--- src/rtl/pbtrb_pkg.sv ---
package pbtrb_pkg;

  // ring geometry
  localparam int RING_DEPTH = 64;
  localparam int BANKS      = 8;
  localparam int NWORDS     = 6;

  localparam int PTR_W   = (RING_DEPTH > 1) ? $clog2(RING_DEPTH) : 1;
  localparam int BANK_W  = (BANKS > 1) ? $clog2(BANKS) : 1;
  localparam int CNT_W   = 7;
  localparam int MEM_AW  = BANK_W + PTR_W;
  localparam int MEM_DEPTH = 2 ** MEM_AW;

  // command queue between front and back
  localparam int QUEUE_DEPTH = 2;
  localparam int QPTR_W      = (QUEUE_DEPTH > 1) ? $clog2(QUEUE_DEPTH) : 1;
  localparam int QCNT_W      = $clog2(QUEUE_DEPTH + 1);

  localparam logic [4:0]       BANK_LIMIT = 5'(BANKS);
  localparam logic [CNT_W-1:0] DEPTH_CNT  = CNT_W'(RING_DEPTH);

  typedef enum logic {
    OP_EMIT = 1'b0,
    OP_READ = 1'b1
  } opcode_e;

  typedef enum logic [1:0] {
    ST_OK      = 2'd0,
    ST_INVALID = 2'd1,
    ST_EMPTY   = 2'd2
  } status_e;

  typedef enum logic [1:0] {
    CMD_EMIT,
    CMD_READ,
    CMD_BAD
  } cmd_kind_e;

  typedef enum logic {
    BACK_IDLE,
    BACK_STREAM
  } back_state_e;

  typedef struct packed {
    logic [15:0]                  ev_type;
    logic [63:0]                  ev_time;
    logic [30:0]                  ev_pid;
    logic [NWORDS-1:0][63:0]      ev_words;
  } event_t;

  typedef struct packed {
    cmd_kind_e          kind;
    logic [BANK_W-1:0]  bank;
    logic [CNT_W-1:0]   count;
    event_t             ev;
  } cmd_t;

  typedef struct packed {
    logic               valid;
    status_e            status;
    logic [CNT_W-1:0]   count;
    logic               last;
  } res_t;

  function automatic logic [PTR_W-1:0] ptr_next(input logic [PTR_W-1:0] p);
    logic [PTR_W-1:0] n;
    if (p == PTR_W'(RING_DEPTH - 1)) begin
      n = '0;
    end else begin
      n = p + PTR_W'(1);
    end
    return n;
  endfunction

endpackage

--- src/rtl/pbtrb_queue.sv ---
module pbtrb_queue
  import pbtrb_pkg::*;
(
  input  logic  clk_i,
  input  logic  rst_ni,
  input  logic  push_i,
  input  cmd_t  cmd_i,
  input  logic  pop_i,
  output logic  valid_o,
  output cmd_t  head_o,
  output logic  full_o
);

  cmd_t              entry_q [QUEUE_DEPTH];
  logic [QPTR_W-1:0] wr_ptr_q, wr_ptr_d;
  logic [QPTR_W-1:0] rd_ptr_q, rd_ptr_d;
  logic [QCNT_W-1:0] cnt_q, cnt_d;
  logic              do_push, do_pop;

  function automatic logic [QPTR_W-1:0] qnext(input logic [QPTR_W-1:0] p);
    logic [QPTR_W-1:0] n;
    if (p == QPTR_W'(QUEUE_DEPTH - 1)) begin
      n = '0;
    end else begin
      n = p + QPTR_W'(1);
    end
    return n;
  endfunction

  assign full_o  = (cnt_q == QCNT_W'(QUEUE_DEPTH));
  assign valid_o = (cnt_q != '0);
  assign head_o  = entry_q[rd_ptr_q];
  assign do_push = push_i && !full_o;
  assign do_pop  = pop_i && valid_o;

  always_comb begin
    wr_ptr_d = do_push ? qnext(wr_ptr_q) : wr_ptr_q;
    rd_ptr_d = do_pop ? qnext(rd_ptr_q) : rd_ptr_q;
    cnt_d    = cnt_q;
    if (do_push && !do_pop) begin
      cnt_d = cnt_q + QCNT_W'(1);
    end else if (do_pop && !do_push) begin
      cnt_d = cnt_q - QCNT_W'(1);
    end
  end

  always_ff @(posedge clk_i or negedge rst_ni) begin
    if (!rst_ni) begin
      wr_ptr_q <= '0;
      rd_ptr_q <= '0;
      cnt_q    <= '0;
    end else begin
      wr_ptr_q <= wr_ptr_d;
      rd_ptr_q <= rd_ptr_d;
      cnt_q    <= cnt_d;
    end
  end

  always_ff @(posedge clk_i) begin
    if (do_push) begin
      entry_q[wr_ptr_q] <= cmd_i;
    end
  end

endmodule

--- config.mk ---
export PLATFORM = sky130hd
export DESIGN_NAME = pbtrb_queue
export DESIGN_NICKNAME = d
export VERILOG_FILES = /design/src/rtl/pbtrb_pkg.sv /design/src/rtl/pbtrb_queue.sv
export SDC_FILE = /design/constraint.sdc
export NUM_CORES = 1
export LEC_CHECK = 0
export CAP_MARGIN = 20
export CORE_AREA = 5 5 395 397
export CTS_CLUSTER_SIZE = 10
export DETAILED_ROUTE_END_ITERATION = 7
export DIE_AREA = 0 0 400 402
export DONT_BUFFER_PORTS = 1
export GPL_TIMING_DRIVEN = 0
export PLACE_DENSITY = 0.41
export SYNTH_ARGS = -nofsm -noshare
export SYNTH_HDL_FRONTEND = slang
export SYNTH_SLANG_ARGS = --single-unit
--- constraint.sdc ---
create_clock -name clk_i -period 21.9 [get_ports clk_i]
set_input_delay 3.285 -clock clk_i [delete_from_list [all_inputs] [get_ports clk_i]]
set_output_delay 3.285 -clock clk_i [all_outputs]
set_load 0.005 [all_outputs]
==> impl_summary.log, run 1 <==
[metrics] outcome: complete, no violations
[metrics] post-layout worst setup margin: 15.75 ns
[metrics] Worst EP required: ~19 ns
[metrics] share of synthesized area spent on multiplexers: 17.2%
[metrics] maximum ir drop on the vdd rail: roughly 0.076 mV
[metrics] synth unique cells: 16
[metrics] count of hold-fix buffers inserted at cts: 0
[metrics] worst slew slack as a fraction of its limit: 54.2%
[metrics] wire length of the first global-routing pass: ~140000 um
[metrics] simple-gate area share of the yosys netlist: less than 1%
[metrics] height of the chip: 402 um
[metrics] Highest Clock Rate: about 160 MHz
[metrics] Power Dens Cells: ~140 nW/um^2
[metrics] crit path DAT: between 2 and 3 ns
[metrics] ratio of routed vias to standard cells: between 4 and 5
[metrics] sequential element share of the synthesized area: between 80% and 90%
[metrics] worst hold path type: reg2reg
[metrics] Filler cells: approximately 15000
[metrics] Clk Tree Root Cell: sky130_fd_sc_hd__clkbuf_16
[metrics] antenna-violating nets left: 0
[metrics] Crit path top cell by count: sky130_fd_sc_hd__buf_2
[metrics] Final Max Tran Viols: 0
[metrics] routed length per instance: ~27 um
[metrics] area share of xor/xnor cells in the synthesized design: less than 1%
[metrics] CTS tree: yes
[metrics] Lkg Pwr: 0.0145 uW
[metrics] count of clock tree sinks: a little over 1000
[metrics] clock latency on the worst-skew pair: ~0.7 ns
[metrics] DRC: 0
[metrics] post-DP HPWL: between 70000 and 80000 um
[metrics] utilization after layout: approximately 29%
[metrics] Final Hold Violating Endpoints: 0
[metrics] chain of cells forming the critical path: buf_2, buf_2, buf_2, mux2_2
[metrics] Setup Fix Bufs, Post-CTS: 0
[metrics] maximum net fanout on the critical path: 11
[metrics] commonest non-fill, non-tap cells in the layout: sky130_fd_sc_hd__edfxtp_1, sky130_fd_sc_hd__mux2_2, sky130_fd_sc_hd__mux2_4
[metrics] total clock buffers created by CTS: ~120
[metrics] compound-gate portion of the synthesized area: 0%
[metrics] clk slew on worst S/H paths: approximately 0.050 ns
[metrics] area used by multi-input combinational logic: ~6600 sq um
[metrics] placed cell count: between 3000 and 4000
[metrics] buffer depth of the longest clock path: 3
[metrics] buffers added on ports: 0
[metrics] pre-CTS WS: between 15 and 20 ns
[metrics] delay contributed by the slowest stage of the critical path: between 0.5 and 0.6 ns
[metrics] ports placed on the boundary: between 1000 and 1500
[metrics] number of H-tree levels: 3
[metrics] fraction of layout cells with a size suffix above 1: ~41%
[metrics] initial DRC count: between 600 and 700
[metrics] number of antenna violations at the first check in global routing: 23
[metrics] FP Rows: 143
[metrics] number of optimization iterations in the first detailed-route pass: 4
[metrics] largest net degree at the start of global routing: 64
[metrics] DIE AREA: 161000 sq um
[metrics] nature of the critical path startpoint: flip-flop
[metrics] combined buffer and inverter count along the critical path: 3
[metrics] setup-violating endpoint count in the final report: 0
[metrics] via count of the first global-routing pass: 16700
[metrics] final hold slack: around 0.52 ns
[metrics] leading cell type in the layout, fill and taps excluded: sky130_fd_sc_hd__edfxtp_1
[metrics] critical path class: reg2out
[metrics] top cell family by delay on the critical path: buffers and inverters
[metrics] post-layout instance count excluding filler cells: 3824
[metrics] synthesis-to-finish area growth: 17.3%
[metrics] slowest library cell on the worst path: sky130_fd_sc_hd__buf_2
[metrics] fin crit period: 6.15 ns
[metrics] cell area after synthesis: ~38000 sq um
[metrics] area share of fa/ha/maj cells after synthesis: 0.0333%
[metrics] cts repair resizes: 0
[metrics] storage element area: 30500 sq um
[metrics] skew final: approximately 0.035 ns
[metrics] crit path capture type: output pin
[metrics] initial core utilization: between 20% and 30%
[metrics] die extent in x: 400 um
[metrics] Post-Synthesis Cells: about 1600
[metrics] dominant combinational cell family by area after synthesis: multiplexers
[metrics] total number of nets in the final design: about 2300
[metrics] Avg Inst Size Synth: around 24 sq um
[metrics] total global-route track usage: 12.2%
[metrics] max cap viols: 0
[metrics] Routed WL: a little over 100000 um
[metrics] share of the clock period used by the worst path after layout: 28.1%
[metrics] total congestion overflow after global routing: 0
[metrics] syn_nets: ~2100
[metrics] Yosys reg bits: just over 1000
[metrics] via count of the routed design: 15400
[metrics] actual slew at the worst max-slew pin: roughly 0.68 ns
[metrics] count of warnings emitted by yosys: 0
[metrics] Core Footprint: around 150000 sq um
[metrics] placer congestion estimate: just under 0.8
[metrics] unrepaired setup endpoints after global routing: no
==> cell families after synthesis <==
family                   Yosys count
flip-flops                      1018
AND/OR/NAND/NOR                    7
XOR/XNOR                           5
buffers and inverters             59
adder cells (fa/ha/maj)            1
multiplexers                     507
==> metrics by stage <==
stage	instance area (sq um)	total power (uW)	TNS (ns)
after CTS	44000	6290	0
after detailed placement	40700	4560	0
final	44000	6140	0
after floorplan	37500	4140	0
after global routing	44000	6430	0
after global placement	40100	4870	-1551.93
==> cell usage after synthesis, drive strengths merged <==
cell type,n,area [sq um]
mux2,507,6460
nand2b,1,6.26
or2,1,6.26
buf,57,434
edfxtp,1014,30400
dfrtp,4,100
nor2,2,7.51
xor2,2,17.5
inv,2,7.51
nand2,2,7.51
xnor2,3,26.3
ha,1,12.5
and3,1,6.26
==> sequential cells by signal, summed over array words and instances (netlist names) <==
signal    cells
wr_ptr_q      1
entry_q    1014
rd_ptr_q      1
cnt_q         2
==> path summary, 6_finish.rpt <==
path	to	depth (start not counted)	slack, ns	start
max	head_o[61]	4	15.75	rd_ptr_q
min	cnt_q[1]	1	0.52	cnt_q[1]
max reg2reg	entry_q[0][86]	9	18.87	cnt_q[0]
min reg2reg	cnt_q[1]	1	0.52	cnt_q[1]
max in group asynchronous	rd_ptr_q	0	19.56	rst_ni
min in group asynchronous	rd_ptr_q	0	2.28	rst_ni
==> report_power, final <==
group          switching, uW  internal (uW)
clock                    720            976
combinational            994            704
sequential              84.3           2660
total                   1800           4340
==> per-layer routing <==
| layer | vias up | GRT usage, % | routed length (um) |
|---|---|---|---|
| met5 | - | 0 | 209 |
| met4 | 26 | 4.16 | 2660 |
| met3 | 165 | 8.87 | 17600 |
| met2 | 756 | 22.0 | 53800 |
| met1 | 7793 | 10.4 | 29100 |
| li1 | 6681 | - | - |
==> layout make-up <==
| type | instances | share of cell area, % |
|---|---|---|
| Inverter | 2 | 0.0171 |
| Sequential cell | 1018 | 69.4 |
| Clock inverter | 21 | 0.571 |
| Tap cell | 2030 | 5.77 |
| Timing Repair Buffer | 28 | 1.48 |
| Clock buffer | 133 | 6.79 |
| Antenna cell | 15 | 0.0853 |
| Buffer | 57 | 0.986 |
| Multi-Input combinational cell | 520 | 14.9 |
No activity file was read; power rests on OpenSTA's default activity.
==> run 2, diff against run 1 <==
clock period = 5.15 ns   (was 21.9 ns; I/O delays follow)
==> impl_summary.log, run 2 (synthesized netlist as in run 1, its figures left out) <==
[metrics] total clock buffers created by CTS: 118 (was 117)
[metrics] total congestion overflow after global routing: 0 (unchanged)
[metrics] post-layout instance area: 44100 sq um (was 44000 sq um)
[metrics] number of optimization iterations in the first detailed-route pass: 4 (unchanged)
[metrics] crit path DAT: 2.77 ns (was 2.87 ns)
[metrics] number of antenna violations at the first check in global routing: 34 (was 23)
[metrics] register with the highest flop count: entry_q (unchanged)
[metrics] share of the clock period used by the worst path after layout: 68.8%
[metrics] Power Dens Cells: 594 nW/um^2 (was 139 nW/um^2)
[metrics] buffer depth of the longest clock path: 3 (unchanged)
[metrics] power share of the combinational group: 27.8% (was 27.7%)
[metrics] setup-violating endpoint count in the final report: 0 (unchanged)
[metrics] buffers added on ports: 0 (unchanged)
[metrics] CTS tree: yes (unchanged)
[metrics] initial core utilization: 24.8% (unchanged)
[metrics] Setup Fix Bufs, Post-CTS: 0 (unchanged)
[metrics] skew final: 0.0223 ns (was 0.0353 ns)
[metrics] FF-to-FF path depth: 8 (was 9)
[metrics] fraction of layout cells with a size suffix above 1: 40.9% (was 40.8%)
[metrics] placer congestion estimate: 0.757 (was 0.774)
[metrics] cts repair resizes: 0 (unchanged)
[metrics] largest registers: entry_q (1014), cnt_q (2) (unchanged)
[metrics] fraction of power consumed by the clock network: 27.7% (was 27.6%)
[metrics] Core Footprint: 152000 sq um (unchanged)
[metrics] wire length of the first global-routing pass: 140000 um (was 136000 um)
[metrics] max FFs per register: 1014 (unchanged)
[metrics] Lkg Pwr: 0.0145 uW (about the same)
[metrics] Final Max Tran Viols: 0 (unchanged)
[metrics] critical register-to-register path endpoint: entry_q[0][361] (was entry_q[0][86])
[metrics] ports placed on the boundary: 1020 (unchanged)
[metrics] unrepaired setup endpoints after global routing: no (unchanged)
[metrics] via count of the first global-routing pass: 16600 (was 16700)
[metrics] fin crit period: 3.54 ns
[metrics] met3 track demand over resource in global routing: 8.59% (was 8.87%)
[metrics] Highest Clock Rate: roughly 280 MHz
[metrics] P_int: 18400 uW (was 4340 uW)
[metrics] count of hold-fix buffers inserted at cts: 1 (was 0)
[metrics] routed length per instance: 27.9 um (was 27.0 um)
[metrics] crit path capture type: output pin (unchanged)
[metrics] clock latency on the worst-skew pair: 0.71 ns (was 0.70 ns)
[metrics] maximum ir drop on the vdd rail: 0.331 mV (was 0.0760 mV)
[metrics] outcome: complete, no violations (unchanged)
[metrics] actual slew at the worst max-slew pin: 0.784 ns (was 0.685 ns)
[metrics] die extent in x: 400 um (unchanged)
[metrics] initial DRC count: 780 (was 684)
[metrics] post-DP HPWL: 82700 um (was 79800 um)
[metrics] max cap viols: 0 (unchanged)
[metrics] count of clock tree sinks: 1018 (unchanged)
[metrics] met2 global-route usage: 23.3% (was 22.0%)
[metrics] endpoint with the worst hold slack: entry_q[1][405] (was cnt_q[1])
[metrics] maximum net fanout on the critical path: 10 (was 11)
[metrics] met1 usage: 10.9% (was 10.4%)
[metrics] Worst EP required: 4.38 ns (was 18.62 ns)
[metrics] total global-route track usage: 12.6% (was 12.2%)
[metrics] height of the chip: 402 um (unchanged)
[metrics] leading cell type in the layout, fill and taps excluded: sky130_fd_sc_hd__edfxtp_1 (unchanged)
[metrics] clk slew on worst S/H paths: 0.06 ns (was 0.05 ns)
[metrics] FP Rows: 143 (unchanged)
[metrics] Final Hold Violating Endpoints: 0 (unchanged)
[metrics] Routed WL: 107000 um (was 103000 um)
[metrics] Worst Min Path Start: cmd_i[405] (was cnt_q[1])
[metrics] antenna-violating nets left: 0 (unchanged)
[metrics] total negative slack: 0 ns (unchanged)
[metrics] nature of the critical path startpoint: flip-flop (unchanged)
[metrics] worst r2r src: cnt_q[0] (unchanged)
[metrics] net switching power figure: 7750 uW (was 1800 uW)
[metrics] ratio of routed vias to standard cells: 4.04 (was 4.03)
[metrics] DRC: 0 (unchanged)
[metrics] commonest non-fill, non-tap cells in the layout: sky130_fd_sc_hd__edfxtp_1, sky130_fd_sc_hd__mux2_2, sky130_fd_sc_hd__mux2_4 (unchanged)
[metrics] most used routing layer in global routing: met2 (unchanged)
[metrics] worst hold path type: in2reg (was reg2reg)
[metrics] total number of nets in the final design: 2258 (was 2256)
[metrics] flop2flop setup slack: 2.21 ns (was 18.87 ns)
[metrics] worst slew slack as a fraction of its limit: 47.7% (was 54.2%)
[metrics] Clk Tree Root Cell: sky130_fd_sc_hd__clkbuf_16 (unchanged)
[metrics] number of instances on the worst hold path: 0 (was 1)
[metrics] via count of the routed design: 15500 (was 15400)
[metrics] synthesis-to-finish area growth: 17.5% (was 17.3%)
[metrics] number of H-tree levels: 3 (unchanged)
[metrics] DIE AREA: 161000 sq um (unchanged)
[metrics] Flop pwr share: 44.5% (was 44.7%)
[metrics] critical path class: reg2out (unchanged)
[metrics] area of placed instances: 40700 sq um (about the same)
[metrics] fraction of power spent switching nets: 29.6% (was 29.3%)
[metrics] largest net degree at the start of global routing: 63 (was 64)
-- run 2: final cells by class --
cell class | instances | area, sq um
buffer | 57 | 434
inverter | 2 | 7.51
antenna | 30 | 75.1
multi-input combinational | 520 | 6580
sequential | 1018 | 30500
timing repair buffer | 29 | 646
fill | 14700 | 107000
clock buffer | 138 | 3050
clock inverter | 22 | 224
tap | 2030 | 2540
-- run 2: critical path: stages, from the launching register on --
cell and delay, ns:
sky130_fd_sc_hd__dfrtp_1 0.32, sky130_fd_sc_hd__buf_2 0.15, sky130_fd_sc_hd__buf_2 0.48, sky130_fd_sc_hd__buf_2 0.62, sky130_fd_sc_hd__mux2_2 0.46
-- run 2: layer usage --
metal / part of all wire, % / wire, um / vias up
met4: 1.8 / 1960 / 20
met3: 15 / 16200 / 155
li1: - / - / 6690
met1: 30 / 32200 / 7933
met2: 53 / 56700 / 726
met5: 0.13 / 137 / -
-- run 2: power groups by stage --
stage / Sequential, uW / Clock, uW / Combinational (uW)
CTS: 11700 / 7550 / 7670
finish: 11700 / 7240 / 7280
floorplan: 12300 / 0 / 4730
detailed placement: 11800 / 0 / 7650
global placement: 12200 / 0 / 6760
global route: 11800 / 7890 / 7780
-- run 2: how the worst max path moves through the flow --
stage                  start              end  slack, ns  cells after the start
floorplan             push_i    entry_q[0][0]      -3.57                      2
global placement      push_i  entry_q[0][356]      -8.05                      2
detailed placement    push_i  entry_q[0][389]       2.09                      7
CTS                 rd_ptr_q      head_o[153]       1.41                      4
global route        rd_ptr_q      head_o[152]       1.40                      4
finish              rd_ptr_q      head_o[152]       1.61                      4
-- run 2: per-stage QoR --
| stage | worst slack [ns] | hold WS [ns] | power, uW | std cells | util, % |
|---|---|---|---|---|---|
| after global routing | 1.40 | 0.0782 | 27500 | 3816 | 29.1 |
| final | 1.61 | 0.152 | 26200 | 3846 | 29.1 |
| after global placement | -8.05 | 0.478 | 19000 | 3627 | 26.5 |
| after CTS | 1.41 | 0.0470 | 26900 | 3816 | 29.1 |
| after floorplan | -3.57 | 0.456 | 17000 | 1597 | - |
| after detailed placement | 2.09 | 0.478 | 19500 | 3655 | 26.9 |
==> run 3, diff against run 2 <==
clock period = 3 ns   (was 5.15 ns; I/O delays follow)
==> impl_summary.log, run 3 (synthesized netlist as in run 1, its figures left out) <==
[metrics] outcome: complete, no violations (unchanged)
[metrics] ratio of routed vias to standard cells: 4.05 (was 4.04)
[metrics] placer congestion estimate: 0.768 (was 0.757)
[metrics] worst hold path type: in2reg (unchanged)
[metrics] number of instances on the worst hold path: 1 (was 0)
[metrics] skew final: 0.0335 ns (was 0.0223 ns)
[metrics] area of placed instances: 40800 sq um (was 40700 sq um)
[metrics] via count of the first global-routing pass: 19300 (was 16600)
[metrics] flop2flop setup slack: 0.22 ns (was 2.21 ns)
[metrics] ports placed on the boundary: 1020 (unchanged)
[metrics] commonest non-fill, non-tap cells in the layout: sky130_fd_sc_hd__edfxtp_1, sky130_fd_sc_hd__dlygate4sd3_1, sky130_fd_sc_hd__mux2_2 (was sky130_fd_sc_hd__edfxtp_1, sky130_fd_sc_hd__mux2_2, sky130_fd_sc_hd__mux2_4)
[metrics] Worst EP required: 2.55 ns (was 4.38 ns)
[metrics] number of optimization iterations in the first detailed-route pass: 5 (was 4)
[metrics] DRC: 0 (unchanged)
[metrics] register with the highest flop count: entry_q (unchanged)
[metrics] total clock buffers created by CTS: 118 (unchanged)
[metrics] Core Footprint: 152000 sq um (unchanged)
[metrics] worst slew slack as a fraction of its limit: 70.7% (was 47.7%)
[metrics] via count of the routed design: 17600 (was 15500)
[metrics] endpoint with the worst hold slack: entry_q[1][13] (was entry_q[1][405])
[metrics] initial core utilization: 24.8% (unchanged)
[metrics] height of the chip: 402 um (unchanged)
[metrics] max FFs per register: 1014 (unchanged)
[metrics] DIE AREA: 161000 sq um (unchanged)
[metrics] clock latency on the worst-skew pair: 0.72 ns (was 0.71 ns)
[metrics] Highest Clock Rate: ~360 MHz
[metrics] Crit path top cell by count: sky130_fd_sc_hd__buf_2 (unchanged)
[metrics] combined buffer and inverter count along the critical path: 3 (unchanged)
[metrics] CTS tree: yes (unchanged)
[metrics] wire length of the first global-routing pass: 145000 um (was 140000 um)
[metrics] buffer depth of the longest clock path: 3 (unchanged)
[metrics] post-layout instance area: 49400 sq um (was 44100 sq um)
[metrics] Power Dens Cells: 935 nW/um^2 (was 594 nW/um^2)
[metrics] FP Rows: 143 (unchanged)
[metrics] Lkg Pwr: 0.0167 uW (was 0.0145 uW)
[metrics] largest registers: entry_q (1014), cnt_q (2) (unchanged)
[metrics] post-layout worst setup margin: 0.197 ns (was 1.61 ns)
[metrics] total congestion overflow after global routing: 0 (unchanged)
[metrics] actual slew at the worst max-slew pin: 0.439 ns (was 0.784 ns)
[metrics] nature of the critical path startpoint: flip-flop (unchanged)
[metrics] total number of nets in the final design: 2771 (was 2258)
[metrics] top cell family by delay on the critical path: buffers and inverters (unchanged)
[metrics] die extent in x: 400 um (unchanged)
[metrics] share of the clock period used by the worst path after layout: 93.4%
[metrics] fin crit period: between 2 and 3 ns
[metrics] fraction of layout cells with a size suffix above 1: 31.9% (was 40.9%)
[metrics] Final Max Tran Viols: 0 (unchanged)
[metrics] critical register-to-register path endpoint: entry_q[1][296] (was entry_q[0][361])
[metrics] largest net degree at the start of global routing: 69 (was 63)
[metrics] number of antenna violations at the first check in global routing: 23 (was 34)
[metrics] pre-CTS WS: -0.308 ns (was 2.09 ns)
[metrics] maximum ir drop on the vdd rail: 0.584 mV (was 0.331 mV)
[metrics] chain of cells forming the critical path: buf_2, buf_2, buf_4, mux2_2 (was buf_2, buf_2, buf_2, mux2_2)
[metrics] Clk Tree Root Cell: sky130_fd_sc_hd__clkbuf_16 (unchanged)
[metrics] setup-violating endpoint count in the final report: 0 (unchanged)
[metrics] FF-to-FF path depth: 7 (was 8)
[metrics] unrepaired setup endpoints after global routing: no (unchanged)
[metrics] leading cell type in the layout, fill and taps excluded: sky130_fd_sc_hd__edfxtp_1 (unchanged)
[metrics] total global-route track usage: 12.6% (about the same)
[metrics] count of clock tree sinks: 1018 (unchanged)
[metrics] buffers added on ports: 0 (unchanged)
[metrics] final hold slack: 0.327 ns (was 0.152 ns)
[metrics] delay contributed by the slowest stage of the critical path: 0.42 ns (was 0.62 ns)
[metrics] Routed WL: 108000 um (was 107000 um)
[metrics] maximum net fanout on the critical path: 10 (unchanged)
[metrics] synthesis-to-finish area growth: 31.5% (was 17.5%)
[metrics] post-DP HPWL: 80700 um (was 82700 um)
[metrics] crit path DAT: 2.35 ns (was 2.77 ns)
[metrics] worst r2r src: cnt_q[0] (unchanged)
[metrics] Final Hold Violating Endpoints: 0 (unchanged)
[metrics] Worst Min Path Start: push_i (was cmd_i[405])
[metrics] critical path class: reg2out (unchanged)
[metrics] clk slew on worst S/H paths: 0.06 ns (about the same)
[metrics] max cap viols: 0 (unchanged)
[metrics] number of H-tree levels: 3 (unchanged)
[metrics] routed length per instance: 24.7 um (was 27.9 um)
[metrics] post-layout instance count excluding filler cells: 4344 (was 3846)
[metrics] initial DRC count: 869 (was 780)
[metrics] placed cell count: 3655 (unchanged)
[metrics] antenna-violating nets left: 0 (unchanged)
[metrics] slowest library cell on the worst path: sky130_fd_sc_hd__mux2_2 (was sky130_fd_sc_hd__buf_2)
[metrics] crit path capture type: output pin (unchanged)
run 3: report_power, final:
group / internal (uW) / switching [uW] / total, uW
clock: 7400 / 5340 / 12700
sequential: 19400 / 639 / 20000
combinational: 5720 / 7660 / 13400
run 3: area by class of cell:
cell class	instances	area [sq um]
Antenna cell	12	30.0
Buffer	57	490
Clock buffer	140	3080
Clock inverter	23	288
Fill cell	14400	102000
Inverter	2	7.51
Multi-Input combinational cell	521	6590
Sequential cell	1018	30500
Tap cell	2030	2540
Timing Repair Buffer	541	5800
run 3: repair_timing:
item                       4_1_cts  5_1_grt
cloned                           1        1
hold buffers                   511        0
hold endpoints to repair      1020        0
setup endpoints to repair      223       43
pin swaps                        1        0
setup buffers                    1        0
resized for setup               19        0
run 3: how the worst max path moves through the flow:
stage | to | slack, ns | cells past startpoint | from
after global routing | head_o[466] | 0.003 | 4 | rd_ptr_q
after floorplan | entry_q[0][0] | -5.49 | 3 | cnt_q[0]
after detailed placement | entry_q[1][296] | -0.31 | 7 | cnt_q[0]
final | head_o[466] | 0.20 | 4 | rd_ptr_q
after global placement | entry_q[0][302] | -9.86 | 3 | cnt_q[0]
after CTS | head_o[245] | 0.0009 | 4 | rd_ptr_q
run 3: routing by layer:
layer / vias to the layer above / track usage (%) / routed length, um
met5: - / 0 / 35
met4: 6 / 3.34 / 2590
met3: 156 / 5.05 / 10000
met2: 726 / 24.1 / 58400
met1: 9002 / 12.6 / 36400
li1: 7712 / - / -
run 3: per-stage QoR:
stage	utilization, %	TNS (ns)	power, uW
final	32.6	0	46100
after global routing	32.6	0	48400
after CTS	32.5	0	47300
after detailed placement	26.9	-17.65	33400
after global placement	26.5	-8797.98	29000
after floorplan	-	-4870.15	27500
